--- src/rtl/core/scbd_pkg.sv ---
// Package with the shared types and constants of the SCSI block command decoder.
`default_nettype none
package scbd_pkg;

    // SCSI operation codes.
    localparam logic [7:0] OP_TEST_UNIT_READY = 8'h00;
    localparam logic [7:0] OP_REQUEST_SENSE   = 8'h03;
    localparam logic [7:0] OP_INQUIRY         = 8'h12;
    localparam logic [7:0] OP_MODE_SENSE6     = 8'h1A;
    localparam logic [7:0] OP_START_STOP      = 8'h1B;
    localparam logic [7:0] OP_PREVENT_REMOVAL = 8'h1E;
    localparam logic [7:0] OP_READ_CAPACITY10 = 8'h25;
    localparam logic [7:0] OP_READ10          = 8'h28;
    localparam logic [7:0] OP_WRITE10         = 8'h2A;
    localparam logic [7:0] OP_SYNC_CACHE      = 8'h35;
    localparam logic [7:0] OP_MODE_SENSE10    = 8'h5A;

    // Sense values.
    localparam logic [7:0] SENSE_KEY_NONE      = 8'h00;
    localparam logic [7:0] SENSE_KEY_ILLEGAL   = 8'h05;
    localparam logic [7:0] SENSE_CODE_NONE     = 8'h00;
    localparam logic [7:0] SENSE_CODE_BAD_OP   = 8'h20;
    localparam logic [7:0] SENSE_CODE_LBA_OOR  = 8'h21;

    // Reply byte constants.
    localparam logic [7:0] SENSE_RESP_CODE     = 8'h70;
    localparam logic [7:0] SENSE_ADD_LENGTH    = 8'd10;
    localparam logic [7:0] INQ_REMOVABLE       = 8'h80;
    localparam logic [7:0] INQ_VERSION         = 8'h04;
    localparam logic [7:0] INQ_RESP_FORMAT     = 8'h02;
    localparam logic [7:0] INQ_ADD_LENGTH      = 8'd31;
    localparam logic [7:0] MS6_DATA_LENGTH     = 8'd3;
    localparam logic [7:0] MS10_DATA_LENGTH    = 8'd6;

    // Reply lengths in bytes.
    localparam logic [5:0] LEN_INQUIRY         = 6'd36;
    localparam logic [5:0] LEN_SENSE           = 6'd18;
    localparam logic [5:0] LEN_CAPACITY        = 6'd8;
    localparam logic [5:0] LEN_MODE_SENSE6     = 6'd4;
    localparam logic [5:0] LEN_MODE_SENSE10    = 6'd8;
    localparam int         REPLY_MAX           = 36;

    // Output item codes.
    localparam logic       KIND_OUTCOME        = 1'b0;
    localparam logic       KIND_DATA           = 1'b1;
    localparam logic [1:0] ACT_NONE            = 2'd0;
    localparam logic [1:0] ACT_REPLY           = 2'd1;
    localparam logic [1:0] ACT_READ            = 2'd2;
    localparam logic [1:0] ACT_WRITE           = 2'd3;

    // Configuration register indexes.
    localparam logic [2:0] REG_MEDIUM_BLOCKS   = 3'd0;
    localparam logic [2:0] REG_PRODUCT_UPPER   = 3'd1;
    localparam logic [2:0] REG_PRODUCT_LOWER   = 3'd2;
    localparam logic [2:0] REG_VENDOR_IDENT    = 3'd3;
    localparam logic [2:0] REG_REVISION_IDENT  = 3'd4;

    localparam logic [63:0] SPACES64           = 64'h2020202020202020;
    localparam logic [31:0] SPACES32           = 32'h20202020;

    // Depth of the job queue between front and back.
    localparam int QDEPTH = 4;

    typedef enum logic [2:0] {
        RT_NONE,
        RT_INQUIRY,
        RT_SENSE,
        RT_CAPACITY,
        RT_MS6,
        RT_MS10,
        RT_RW,
        RT_BAD
    } t_rtype;

    typedef struct packed {
        logic [7:0]  scsi_opcode;
        logic [31:0] cdb_lba;
        logic [15:0] cdb_blocks;
        logic [31:0] host_length;
    } t_in;

    typedef struct packed {
        logic        kind;
        logic [1:0]  action;
        logic [31:0] transfer_lba;
        logic [15:0] transfer_blocks;
        logic [31:0] transfer_bytes;
        logic [31:0] residue;
        logic        failed;
        logic [5:0]  reply_length;
        logic [7:0]  data_byte;
        logic        last;
    } t_out;

    typedef struct packed {
        logic [31:0] medium_blocks;
        logic [63:0] product_upper;
        logic [63:0] product_lower;
        logic [63:0] vendor_ident;
        logic [31:0] revision_ident;
    } t_cfg;

    // One classified command waiting for the back end.
    typedef struct packed {
        t_rtype      rtype;
        logic [1:0]  action;
        logic [31:0] lba;
        logic [15:0] blocks;
        logic [31:0] bytes;
        logic [31:0] residue;
        logic        failed;
        logic [5:0]  rlen;
        logic [7:0]  sns_key;
        logic [7:0]  sense_code;
    } t_job;

endpackage
`default_nettype wire

--- src/rtl/core/scbd_regs.sv ---
// Configuration register file of the SCSI block command decoder.
`default_nettype none
module scbd_regs (
    input  wire logic          i_clk,
    input  wire logic          i_rst_n,
    input  wire logic          i_cfg_we,
    input  wire logic [2:0]    i_cfg_idx,
    input  wire logic [63:0]   i_cfg_data,
    output scbd_pkg::t_cfg     o_cfg
);
    import scbd_pkg::*;

    t_cfg r_cfg;

    always_ff @(posedge i_clk) begin
        if (!i_rst_n) begin
            r_cfg.medium_blocks  <= '0;
            r_cfg.product_upper  <= SPACES64;
            r_cfg.product_lower  <= SPACES64;
            r_cfg.vendor_ident   <= SPACES64;
            r_cfg.revision_ident <= SPACES32;
        end else if (i_cfg_we) begin
            case (i_cfg_idx)
                REG_MEDIUM_BLOCKS:  r_cfg.medium_blocks  <= i_cfg_data[31:0];
                REG_PRODUCT_UPPER:  r_cfg.product_upper  <= i_cfg_data;
                REG_PRODUCT_LOWER:  r_cfg.product_lower  <= i_cfg_data;
                REG_VENDOR_IDENT:   r_cfg.vendor_ident   <= i_cfg_data;
                REG_REVISION_IDENT: r_cfg.revision_ident <= i_cfg_data[31:0];
                default: ;
            endcase
        end
    end

    assign o_cfg = r_cfg;

endmodule
`default_nettype wire

--- src/rtl/core/scbd_front.sv ---
// Front end: accepts commands, checks ranges, keeps the sense and builds queue jobs.
`default_nettype none
module scbd_front #(
    parameter int BLOCK_BYTES = 512
) (
    input  wire logic          i_clk,
    input  wire logic          i_rst_n,
    input  wire logic          i_in_valid,
    output logic               o_in_stall,
    input  wire scbd_pkg::t_in i_in_data,
    input  wire logic [31:0]   i_medium_blocks,
    output logic               o_push,
    output scbd_pkg::t_job     o_job,
    input  wire logic          i_full
);
    import scbd_pkg::*;

    localparam logic [31:0] BB = 32'(BLOCK_BYTES);

    logic        w_acc;
    logic        w_is_rw;
    logic        w_range_ok;
    t_rtype      w_rtype;
    logic [31:0] w_room;
    logic [31:0] w_prod;

    logic [7:0]  r_sns_key;
    logic [7:0]  r_sense_code;

    logic        r_s1_valid;
    t_rtype      r_s1_rtype;
    logic        r_s1_fail;
    logic        r_s1_write;
    logic [31:0] r_s1_lba;
    logic [15:0] r_s1_blocks;
    logic [31:0] r_s1_host;
    logic [31:0] r_s1_prod;
    logic [7:0]  r_s1_key;
    logic [7:0]  r_s1_code;

    logic [5:0]  w_base_len;
    logic [5:0]  w_len;
    logic [31:0] w_bytes;

    assign o_in_stall = r_s1_valid && i_full;
    assign w_acc      = i_in_valid && !o_in_stall;

    always_comb begin
        case (i_in_data.scsi_opcode)
            OP_TEST_UNIT_READY, OP_START_STOP,
            OP_PREVENT_REMOVAL, OP_SYNC_CACHE: w_rtype = RT_NONE;
            OP_INQUIRY:         w_rtype = RT_INQUIRY;
            OP_REQUEST_SENSE:   w_rtype = RT_SENSE;
            OP_READ_CAPACITY10: w_rtype = RT_CAPACITY;
            OP_MODE_SENSE6:     w_rtype = RT_MS6;
            OP_MODE_SENSE10:    w_rtype = RT_MS10;
            OP_READ10, OP_WRITE10: w_rtype = RT_RW;
            default:            w_rtype = RT_BAD;
        endcase
    end

    assign w_is_rw    = (w_rtype == RT_RW);
    assign w_room     = i_medium_blocks - i_in_data.cdb_lba;
    // A zero block count passes whatever the address.
    assign w_range_ok = (i_in_data.cdb_blocks == 16'd0) ||
                        ((i_in_data.cdb_lba < i_medium_blocks) &&
                         ({16'd0, i_in_data.cdb_blocks} <= w_room));
    assign w_prod     = {16'd0, i_in_data.cdb_blocks} * BB;

    always_ff @(posedge i_clk) begin
        if (!i_rst_n) begin
            r_sns_key    <= SENSE_KEY_NONE;
            r_sense_code <= SENSE_CODE_NONE;
            r_s1_valid   <= 1'b0;
        end else begin
            if (w_acc) begin
                if (w_is_rw && !w_range_ok) begin
                    r_sns_key    <= SENSE_KEY_ILLEGAL;
                    r_sense_code <= SENSE_CODE_LBA_OOR;
                end else if (w_rtype == RT_BAD) begin
                    r_sns_key    <= SENSE_KEY_ILLEGAL;
                    r_sense_code <= SENSE_CODE_BAD_OP;
                end else if (w_rtype == RT_SENSE) begin
                    r_sns_key    <= SENSE_KEY_NONE;
                    r_sense_code <= SENSE_CODE_NONE;
                end
                r_s1_valid <= 1'b1;
            end else if (o_push) begin
                r_s1_valid <= 1'b0;
            end
        end
    end

    always_ff @(posedge i_clk) begin
        if (w_acc) begin
            r_s1_rtype  <= w_rtype;
            r_s1_fail   <= (w_is_rw && !w_range_ok) || (w_rtype == RT_BAD);
            r_s1_write  <= (i_in_data.scsi_opcode == OP_WRITE10);
            r_s1_lba    <= i_in_data.cdb_lba;
            r_s1_blocks <= i_in_data.cdb_blocks;
            r_s1_host   <= i_in_data.host_length;
            r_s1_prod   <= w_prod;
            // The sense as it stood before this command is what a sense reply reports.
            r_s1_key    <= r_sns_key;
            r_s1_code   <= r_sense_code;
        end
    end

    always_comb begin
        case (r_s1_rtype)
            RT_INQUIRY:  w_base_len = LEN_INQUIRY;
            RT_SENSE:    w_base_len = LEN_SENSE;
            RT_CAPACITY: w_base_len = LEN_CAPACITY;
            RT_MS6:      w_base_len = LEN_MODE_SENSE6;
            RT_MS10:     w_base_len = LEN_MODE_SENSE10;
            default:     w_base_len = 6'd0;
        endcase
    end

    assign w_len   = (r_s1_host < {26'd0, w_base_len}) ? r_s1_host[5:0] : w_base_len;
    assign w_bytes = (r_s1_prod > r_s1_host) ? r_s1_host : r_s1_prod;

    assign o_push = r_s1_valid && !i_full;

    always_comb begin
        o_job            = '0;
        o_job.rtype      = r_s1_rtype;
        o_job.sns_key    = r_s1_key;
        o_job.sense_code = r_s1_code;
        if (r_s1_fail) begin
            o_job.action  = ACT_NONE;
            o_job.residue = r_s1_host;
            o_job.failed  = 1'b1;
        end else if (r_s1_rtype == RT_RW) begin
            o_job.action  = r_s1_write ? ACT_WRITE : ACT_READ;
            o_job.lba     = r_s1_lba;
            o_job.blocks  = r_s1_blocks;
            o_job.bytes   = w_bytes;
            o_job.residue = r_s1_host - w_bytes;
        end else begin
            o_job.action  = (w_len != 6'd0) ? ACT_REPLY : ACT_NONE;
            o_job.rlen    = w_len;
            o_job.residue = r_s1_host - {26'd0, w_len};
        end
    end

endmodule
`default_nettype wire

--- src/rtl/core/scbd_queue.sv ---
// Short job queue that decouples the front end from the back end.
`default_nettype none
module scbd_queue (
    input  wire logic           i_clk,
    input  wire logic           i_rst_n,
    input  wire logic           i_push,
    input  wire scbd_pkg::t_job i_job,
    output logic                o_full,
    input  wire logic           i_pop,
    output logic                o_valid,
    output scbd_pkg::t_job      o_job
);
    import scbd_pkg::*;

    localparam int PW = $clog2(QDEPTH);
    localparam int CW = $clog2(QDEPTH + 1);

    t_job          r_mem [QDEPTH];
    logic [PW-1:0] r_wr_ptr;
    logic [PW-1:0] r_rd_ptr;
    logic [CW-1:0] r_count;
    logic          w_do_push;
    logic          w_do_pop;

    assign o_full    = (r_count == CW'(QDEPTH));
    assign o_valid   = (r_count != '0);
    assign o_job     = r_mem[r_rd_ptr];
    assign w_do_push = i_push && !o_full;
    assign w_do_pop  = i_pop && o_valid;

    always_ff @(posedge i_clk) begin
        if (!i_rst_n) begin
            r_wr_ptr <= '0;
            r_rd_ptr <= '0;
            r_count  <= '0;
        end else begin
            if (w_do_push) begin
                r_wr_ptr <= (r_wr_ptr == PW'(QDEPTH - 1)) ? '0 : r_wr_ptr + 1'b1;
            end
            if (w_do_pop) begin
                r_rd_ptr <= (r_rd_ptr == PW'(QDEPTH - 1)) ? '0 : r_rd_ptr + 1'b1;
            end
            if (w_do_push && !w_do_pop) begin
                r_count <= r_count + 1'b1;
            end else if (w_do_pop && !w_do_push) begin
                r_count <= r_count - 1'b1;
            end
        end
    end

    always_ff @(posedge i_clk) begin
        if (w_do_push) begin
            r_mem[r_wr_ptr] <= i_job;
        end
    end

endmodule
`default_nettype wire

--- src/rtl/core/scbd_back.sv ---
// Back end: sends the outcome of each job and then its reply bytes.
`default_nettype none
module scbd_back #(
    parameter int BLOCK_BYTES = 512
) (
    input  wire logic           i_clk,
    input  wire logic           i_rst_n,
    input  wire logic           i_q_valid,
    input  wire scbd_pkg::t_job i_q_job,
    output logic                o_pop,
    input  wire scbd_pkg::t_cfg i_cfg,
    output logic                o_out_valid,
    input  wire logic           i_out_stall,
    output scbd_pkg::t_out      o_out_data
);
    import scbd_pkg::*;

    localparam logic [31:0] BB = 32'(BLOCK_BYTES);

    typedef enum logic [1:0] {
        ST_IDLE,
        ST_OUTCOME,
        ST_DATA
    } t_state;

    t_state      r_state;
    t_job        r_job;
    logic [5:0]  r_idx;
    logic        r_out_valid;
    t_out        r_out;

    logic [7:0]  w_reply [REPLY_MAX];
    logic [31:0] w_last_lba;
    logic        w_free;
    logic        w_emit;
    logic        w_done;
    t_out        w_item;

    assign w_last_lba = i_cfg.medium_blocks - 32'd1;

    always_comb begin
        for (int k = 0; k < REPLY_MAX; k++) begin
            w_reply[k] = 8'h00;
        end
        case (r_job.rtype)
            RT_INQUIRY: begin
                w_reply[1] = INQ_REMOVABLE;
                w_reply[2] = INQ_VERSION;
                w_reply[3] = INQ_RESP_FORMAT;
                w_reply[4] = INQ_ADD_LENGTH;
                for (int k = 0; k < 8; k++) begin
                    w_reply[8 + k]  = i_cfg.vendor_ident[63 - 8*k -: 8];
                    w_reply[16 + k] = i_cfg.product_upper[63 - 8*k -: 8];
                    w_reply[24 + k] = i_cfg.product_lower[63 - 8*k -: 8];
                end
                for (int k = 0; k < 4; k++) begin
                    w_reply[32 + k] = i_cfg.revision_ident[31 - 8*k -: 8];
                end
            end
            RT_SENSE: begin
                w_reply[0]  = SENSE_RESP_CODE;
                w_reply[2]  = r_job.sns_key;
                w_reply[7]  = SENSE_ADD_LENGTH;
                w_reply[12] = r_job.sense_code;
            end
            RT_CAPACITY: begin
                for (int k = 0; k < 4; k++) begin
                    w_reply[k]     = w_last_lba[31 - 8*k -: 8];
                    w_reply[4 + k] = BB[31 - 8*k -: 8];
                end
            end
            RT_MS6:  w_reply[0] = MS6_DATA_LENGTH;
            RT_MS10: w_reply[1] = MS10_DATA_LENGTH;
            default: ;
        endcase
    end

    always_comb begin
        w_item = '0;
        if (r_state == ST_DATA) begin
            w_item.kind      = KIND_DATA;
            w_item.data_byte = w_reply[r_idx];
            w_item.last      = ((r_idx + 6'd1) == r_job.rlen);
        end else begin
            w_item.kind            = KIND_OUTCOME;
            w_item.action          = r_job.action;
            w_item.transfer_lba    = r_job.lba;
            w_item.transfer_blocks = r_job.blocks;
            w_item.transfer_bytes  = r_job.bytes;
            w_item.residue         = r_job.residue;
            w_item.failed          = r_job.failed;
            w_item.reply_length    = r_job.rlen;
            w_item.last            = (r_job.rlen == 6'd0);
        end
    end

    assign w_free = !r_out_valid || !i_out_stall;
    assign w_emit = (r_state != ST_IDLE) && w_free;
    assign w_done = w_emit && w_item.last;
    // The next job is taken in the same cycle that the last item of this one goes out.
    assign o_pop  = i_q_valid && ((r_state == ST_IDLE) || w_done);

    always_ff @(posedge i_clk) begin
        if (!i_rst_n) begin
            r_state     <= ST_IDLE;
            r_out_valid <= 1'b0;
            r_idx       <= '0;
        end else begin
            if (o_pop) begin
                r_state <= ST_OUTCOME;
                r_idx   <= '0;
            end else if (w_done) begin
                r_state <= ST_IDLE;
            end else if (w_emit) begin
                if (r_state == ST_OUTCOME) begin
                    r_state <= ST_DATA;
                end else begin
                    r_idx <= r_idx + 6'd1;
                end
            end
            if (w_emit) begin
                r_out_valid <= 1'b1;
                r_out       <= w_item;
            end else if (!i_out_stall) begin
                r_out_valid <= 1'b0;
            end
        end
    end

    always_ff @(posedge i_clk) begin
        if (o_pop) begin
            r_job <= i_q_job;
        end
    end

    assign o_out_valid = r_out_valid;
    assign o_out_data  = r_out;

endmodule
`default_nettype wire

--- src/rtl/core/scsi_block_command_decoder_top.sv ---
// Top level of the SCSI block command decoder.
// Path: an accepted command passes the front check stage, the job queue and the
// back-end job register before its outcome item is registered at the output.
// Throughput: the front accepts a command every cycle while the four-entry job queue
// has room; the back end sends one item a cycle while the output is not stalled.
// Reset is synchronous and active low; it clears the sense, the queue and the
// handshakes and loads the configuration registers with their reset values.
`default_nettype none
module scsi_block_command_decoder_top #(
    parameter int BLOCK_BYTES = 512
) (
    input  wire logic          i_clk,
    input  wire logic          i_rst_n,
    input  wire logic          i_cfg_we,
    input  wire logic [2:0]    i_cfg_idx,
    input  wire logic [63:0]   i_cfg_data,
    input  wire logic          i_in_valid,
    output logic               o_in_stall,
    input  wire scbd_pkg::t_in i_in_data,
    output logic               o_out_valid,
    input  wire logic          i_out_stall,
    output scbd_pkg::t_out     o_out_data
);
    import scbd_pkg::*;

    t_cfg w_cfg;
    logic w_push;
    t_job w_push_job;
    logic w_full;
    logic w_pop;
    logic w_q_valid;
    t_job w_q_job;

    scbd_regs u_regs (
        .i_clk      (i_clk),
        .i_rst_n    (i_rst_n),
        .i_cfg_we   (i_cfg_we),
        .i_cfg_idx  (i_cfg_idx),
        .i_cfg_data (i_cfg_data),
        .o_cfg      (w_cfg)
    );

    scbd_front #(.BLOCK_BYTES(BLOCK_BYTES)) u_front (
        .i_clk           (i_clk),
        .i_rst_n         (i_rst_n),
        .i_in_valid      (i_in_valid),
        .o_in_stall      (o_in_stall),
        .i_in_data       (i_in_data),
        .i_medium_blocks (w_cfg.medium_blocks),
        .o_push          (w_push),
        .o_job           (w_push_job),
        .i_full          (w_full)
    );

    scbd_queue u_queue (
        .i_clk   (i_clk),
        .i_rst_n (i_rst_n),
        .i_push  (w_push),
        .i_job   (w_push_job),
        .o_full  (w_full),
        .i_pop   (w_pop),
        .o_valid (w_q_valid),
        .o_job   (w_q_job)
    );

    scbd_back #(.BLOCK_BYTES(BLOCK_BYTES)) u_back (
        .i_clk       (i_clk),
        .i_rst_n     (i_rst_n),
        .i_q_valid   (w_q_valid),
        .i_q_job     (w_q_job),
        .o_pop       (w_pop),
        .i_cfg       (w_cfg),
        .o_out_valid (o_out_valid),
        .i_out_stall (i_out_stall),
        .o_out_data  (o_out_data)
    );

endmodule
`default_nettype wire

--- config.mk ---
export PLATFORM = sky130hd
export DESIGN_NAME = scsi_block_command_decoder_top
export DESIGN_NICKNAME = d
export VERILOG_FILES = /design/src/rtl/core/scbd_pkg.sv /design/src/rtl/core/scbd_regs.sv /design/src/rtl/core/scbd_front.sv /design/src/rtl/core/scbd_queue.sv /design/src/rtl/core/scbd_back.sv /design/src/rtl/core/scsi_block_command_decoder_top.sv
export SDC_FILE = /design/constraint.sdc
export NUM_CORES = 2
export LEC_CHECK = 0
export BUFFER_PORTS_ARGS = -buffer_cell sky130_fd_sc_hd__buf_2
export CORE_MARGIN = 2
export CORE_UTILIZATION = 37
export CTS_BUF_LIST = sky130_fd_sc_hd__clkbuf_4 sky130_fd_sc_hd__clkbuf_8 sky130_fd_sc_hd__clkbuf_16
export DETAILED_ROUTE_END_ITERATION = 12
export GPL_TIMING_DRIVEN = 0
export PLACE_DENSITY = 0.52
export SLEW_MARGIN = 5
export SYNTH_ARGS = -nofsm -noshare
export SYNTH_HDL_FRONTEND = slang
export SYNTH_SLANG_ARGS = --single-unit
export TNS_END_PERCENT = 100
--- constraint.sdc ---
create_clock -name i_clk -period 4.83 [get_ports i_clk]
set_clock_uncertainty 0.05 [all_clocks]
set_input_delay 0.966 -clock i_clk [delete_from_list [all_inputs] [get_ports i_clk]]
set_output_delay 0.966 -clock i_clk [all_outputs]
set_load 0.005 [all_outputs]
Yosys cells after proc, flatten, opt, wreduce, memory -nomap -nowiden:

Memory sizes are Yosys's and may differ from the RTL's. A register that Yosys moved wholly into a read port is not among the register bits.
Cells that the tools add are included.

* $lt $le $gt $ge: 5
* muxes and demuxes: 48
* reductions and logical operators: 51
* equality and inequality tests: 35
* bitwise operators: 4
* $add $sub $neg: 9

Operators with widths (count)
* 184-bit two-way mux: 1
* 80-bit two-way mux: 2
* 32-bit two-way mux: 4
* 8-bit one-hot mux with 3 select lines: 3
* 32-bit subtractor: 2
* 8-bit two-way mux: 7
* 8-bit binary-select mux with 6-bit select: 1
* 8-bit by 5-bit equality test with 1-bit output, second input constant: 4
* 8-bit by 6-bit equality test with 1-bit output, second input constant: 4
* 25-bit by 32-bit > comparator with 1-bit output: 1
* 16-bit by 32-bit less-or-equal comparator with 1-bit output: 1
* 32-bit less-than comparator: 1
* 32-bit by 6-bit less-than comparator with 1-bit output: 1
* 16-bit one-hot mux with 2 select lines: 1
* 32-bit by 1-bit subtractor with 32-bit output, second input constant: 1
* 32-bit by 6-bit subtractor with 32-bit output: 1
* 3-bit equality test, second input constant: 9
* 6-bit one-hot mux with 4 select lines: 1
* 3-bit by 2-bit equality test with 1-bit output, second input constant: 7
* 3-bit one-hot mux with 7 select lines: 1
* 6-bit two-way mux: 3
* 2-bit AND reduction: 9
* 16-bit logical NOT: 1
* 8-bit one-hot mux with 2 select lines: 1
* other kinds (32): 85

* memory bits (writable): 560
* output and inout bits: 133
* bits in registers: 521
* logic and storage cells: 186
* memories: 1

Memory list
* u_queue.r_mem: depth 4, width 140, read ports 1, clocked after memory_dff 1, write ports 1, RTL line scbd_queue.sv:18 `t_job r_mem [QDEPTH];`

Longest topological paths before layout:

* depth after elaboration: 10
* gate-level depth with buffers: 24
* mapped depth without buffers: 22

Modules after synthesis:

Synthesis repeated with hierarchy kept, for this count alone.

* cells, all modules: 3630
* area total of the unflattened synthesis: 52374.0 µm²

By module, submodules not included
* scbd_queue: cells an instance 783, times used 1, area each 20688.6 µm²
* scbd_back: cells an instance 856, times used 1, area each 12834.8 µm²
* scbd_regs: cells an instance 905, times used 1, area each 9460.3 µm²
* scbd_front: cells an instance 1086, times used 1, area each 9390.3 µm²

Worst setup path before layout:

OpenSTA, ideal clock, no wires.

* path type: reg2reg
* start point: register u_front.r_s1_rtype[2]
* end point: memory u_queue.r_mem[0][54] (netlist name), data pin
* arrival time: 5.063 ns
* stages on the path, launching flop included: 21
* period minus slack after synthesis: 5.293 ns
* slack: -0.463 ns
* required time: 4.600 ns
* library setup time: 0.180 ns
* cell sequence: edfxtp_1 > clkbuf_1 > or3b_2 > ha_1 > nand2_1 > nand4_1 > or4b_1 > clkbuf_1 > mux2i_1 > nor2_1 > a31oi_1 > ha_1 > or4_1 > o211ai_1 > o21ba_2 > a2111oi_4 > o31ai_2 > o41ai_4 > o21ai_2 > a41oi_1 > xor2_1

RTL lines
* from (decl): RTL line scbd_front.sv:31 `t_rtype r_s1_rtype;`
* from (signal assigned): RTL line scbd_front.sv:96 `r_s1_rtype <= w_rtype;`
* to (decl): RTL line scbd_queue.sv:18

==> impl_metrics.yaml <==
critical_path:
  reg2reg_depth: 24
  crit_chain: "buf_8 -> xor2_1 -> nand2b_1 -> ha_1 -> o21ai_1 -> nand2b_1 -> a21oi_2 -> nor4_1 -> or4b_1 -> buf_8 -> mux2_4 -> nor2_1 -> a31oi_1 -> ha_2 -> or4_4 -> o211ai_1 -> o21ba_4 -> a2111oi_4 -> o31ai_4 -> o41ai_4 -> buf_4 -> o21ai_4 -> nor4_4 -> a211oi_4"
  critical_path.max_stage_delay_ps: 520
  r2r_end: "u_queue.r_mem[1][50]"
  cp-endpoint: "u_queue.r_mem[1][50]"
  endpoint_kind: "flop"
  arrival_ps: 5890
  cp_slowest_cell: "or4b_1"
  rr_startpoint: "u_front.r_s1_rtype[2]"
  critPathLaunch: "u_front.r_s1_rtype[2]"
  start_kind: "flop"
  critical_path_required_ps: 5220
  crit_fanout: 6
  reg2reg_slack_ps: -670
  criticalPathCategory: "reg2reg"
placed_design:
  gp_congestion: 0.930
  place_inst: 5793
  place_hpwl_mm: 106
  numPortBuffers: 287
timing:
  fmax_ghz: 0.182
  fin_crit_sh_pct: 114
  slew_headroom_pct: 16.5
  max_slew.worst_pin.slew_ps: 1250
  rsz0062_at_grt: "yes"
  drv_slew: 0
  fin_tns_setup_ps: -30300
  worst_slack_ps: -668
  post-route-min-period_ps: 5500
  finalSetupViolations: 84
  finalHoldViolations: 0
yosys:
  synth_common_cells: "edfxtp_1, nand2_1, dfxtp_1"
  synthCells: 3704
  synth_flop_cell: "edfxtp_1"
  ys_seq_area_share_pct: 62.9
  syn_area_um2: 49200
  ys_seq_elements: 1123
  synth_top_area_share_pct: 51.7
  synth_area_leader_cell: "edfxtp_1"
  syn_avg_cell_area_um2: 13.3
  ys_async_sr_fraction_pct: 0
  synth_area_leaders: "edfxtp_1, dfxtp_1, mux4_2"
  synth_edf_count: 848
  synth.most_common_cell: "edfxtp_1"
  synth.distinct_cells: 100
  yosysWarningCount: 0
clock_network:
  cts_root_buffer: "clkbuf_16"
  cts-htree-levels: 3
  cts_sinks: 1123
  clk-insertion-delay-late_ps: 740
  cts.path.max_buffers: 3
  cts_hold_buf: 0
  clkTransAtPathRegs_ps: 70
  cts_buffers: 120
  cts_tree: "built"
power:
  leakagePower_nw: 20.2
  ir_drop_v: 0.000490
  fin_total_pwr_mw: 27.3
  powerDensity_nw_per_um2: 468
die:
  die_area_um2: 136000
  die_w_um: 369
  ios: 293
  initial_core_util_pct: 37.3
  design.core.area_um2: 132000
  fp.dieH_um: 369
  rows: 133
final_layout:
  layout-drive-gt1-share_pct: 21.9
  post-route-util_pct: 44.3
  nNetsFinal: 4479
  syn_to_final_growth_pct: 18.7
  multi_input_area_um2: 17700
  fillCellCount: 12200
  stdcell_count: 6076
  seq_area_um2: 31000
global_route:
  grt_pass1_vias: 31000
  grt_pass1_wl_mm: 211
  antenna_found_initial: 25
  grt_max_degree: 67
  overflow: 0
  grtUsageTotal_pct: 21.1
route:
  routed_wl_mm: 145
  drc: 0
  vias_per_cell: 5.28
  vias: 32100
  first_pass_iters: 5
  avgRoutedWirePerCell_um: 23.9
  ant_nets: 0
  drt_iter0_drc: 2823
worst_hold_path:
  hold_path_class: "in2reg"
  hold_depth: 1
  hold_start: "i_in_data[14]"
outcome:
  violations: "negative setup slack"
  status: "finished, violations left"
job:
  cap_violations: 0
==> worst min-delay path by stage <==
stage          slack (ps)                     to
3_5_place_dp          400      u_regs.o_cfg[141]
2_1_floorplan         370    u_front.r_s1_key[0]
5_1_grt               280  u_front.r_s1_host[14]
6_report              320  u_front.r_s1_host[14]
3_3_place_gp          400      u_regs.o_cfg[141]
4_1_cts               260  u_front.r_s1_host[27]
==> power by group <==
| group | switching [mW] | internal, mW |
|---|---|---|
| combinational | 3.19 | 2.19 |
| sequential | 0.429 | 12.2 |
| clock | 3.94 | 5.40 |
==> what timing repair did <==
action                                  4_1_cts  5_1_grt
setup buffers                                34       17
gates resized for setup                      86       30
endpoints found under the setup margin      115      107
pin swaps                                    29       25
==> placed cells by master (no fill, tap or decap), types with 20 or more instances in the layout <==
master       n
nand4_1     29
inv_1       83
buf_4       47
a21oi_1     77
nor3_1      55
xor2_1      34
mux2_2      42
conb_1      34
clkbuf_1   164
and2_1     129
o21ai_0     58
dfxtp_1    273
xnor2_1     42
mux4_2     190
clkbuf_4    29
nand3_1     63
nand2_1    664
buf_1       20
nor2_1      98
clkbuf_16  120
a21o_1      36
clkinv_2    26
and3_1      64
a21boi_0   237
buf_2      295
edfxtp_1   848
ha_1       102
==> registers in the layout (all words and copies together), names as in the netlist, 2 cells and up <==
signal / flops
u_front.r_s1_blocks: 16
u_queue.r_count: 3
u_back.r_state: 2
u_back.r_idx: 6
u_front.r_s1_lba: 32
u_back.r_job: 126
u_front.r_s1_host: 32
u_front.r_s1_rtype: 3
u_queue.r_mem: 504
u_regs.o_cfg: 256
u_queue.r_rd_ptr: 2
u_back.o_out_data: 131
u_queue.r_wr_ptr: 2
==> cell type report <==
type | count | area share, %
sequential | 1123 | 53.0
multi-input combinational | 2314 | 30.3
clock buffer | 153 | 5.65
timing repair buffer | 351 | 3.79
tap | 1755 | 3.76
buffer | 211 | 1.58
clock inverter | 73 | 1.32
inverter | 88 | 0.578
antenna | 8 | 0.0343
==> per-stage QoR <==
stage	hold WS, ps	instance area, um2	worst slack, ps
6_report	318	58400	-668
5_1_grt	279	58400	-875
4_1_cts	257	58200	-610
3_5_place_dp	404	53500	-1640
3_3_place_gp	396	53100	-3030
2_1_floorplan	369	49400	-266
==> cells by family after synthesis <==
kind of cell / count (synthesis) / share of synthesized area, %
other: 2 / 0.0153
xor gates and xnor gates: 81 / 1.44
AOI/OAI and AO/OA: 593 / 8.40
buffers and inverters: 299 / 2.44
adders and majority gates: 110 / 2.84
DFF: 1123 / 62.9
and+or+nand+nor: 1249 / 12.0
muxes: 247 / 9.97
==> routing by layer <==
| metal | up-vias | wire length, um | GRT usage [%] |
|---|---|---|---|
| met5 | - | 37 | 0 |
| met4 | 6 | 3140 | 5.90 |
| met3 | 203 | 8760 | 2.73 |
| met2 | 1013 | 68200 | 33.8 |
| met1 | 16100 | 65000 | 30.2 |
| li1 | 14800 | - | - |
==> critical path, delay by kind of cell (launching register included) <==
kind                       cells  cell delay (ps)
adders and majority gates      2              490
buffers and inverters          3              520
AOI/OAI and AO/OA             10             1630
xor gates and xnor gates       1              140
muxes                          1              300
and+or+nand+nor                7             1650
DFF                            1              430
Note: power is estimated with default switching activity, not from simulation.
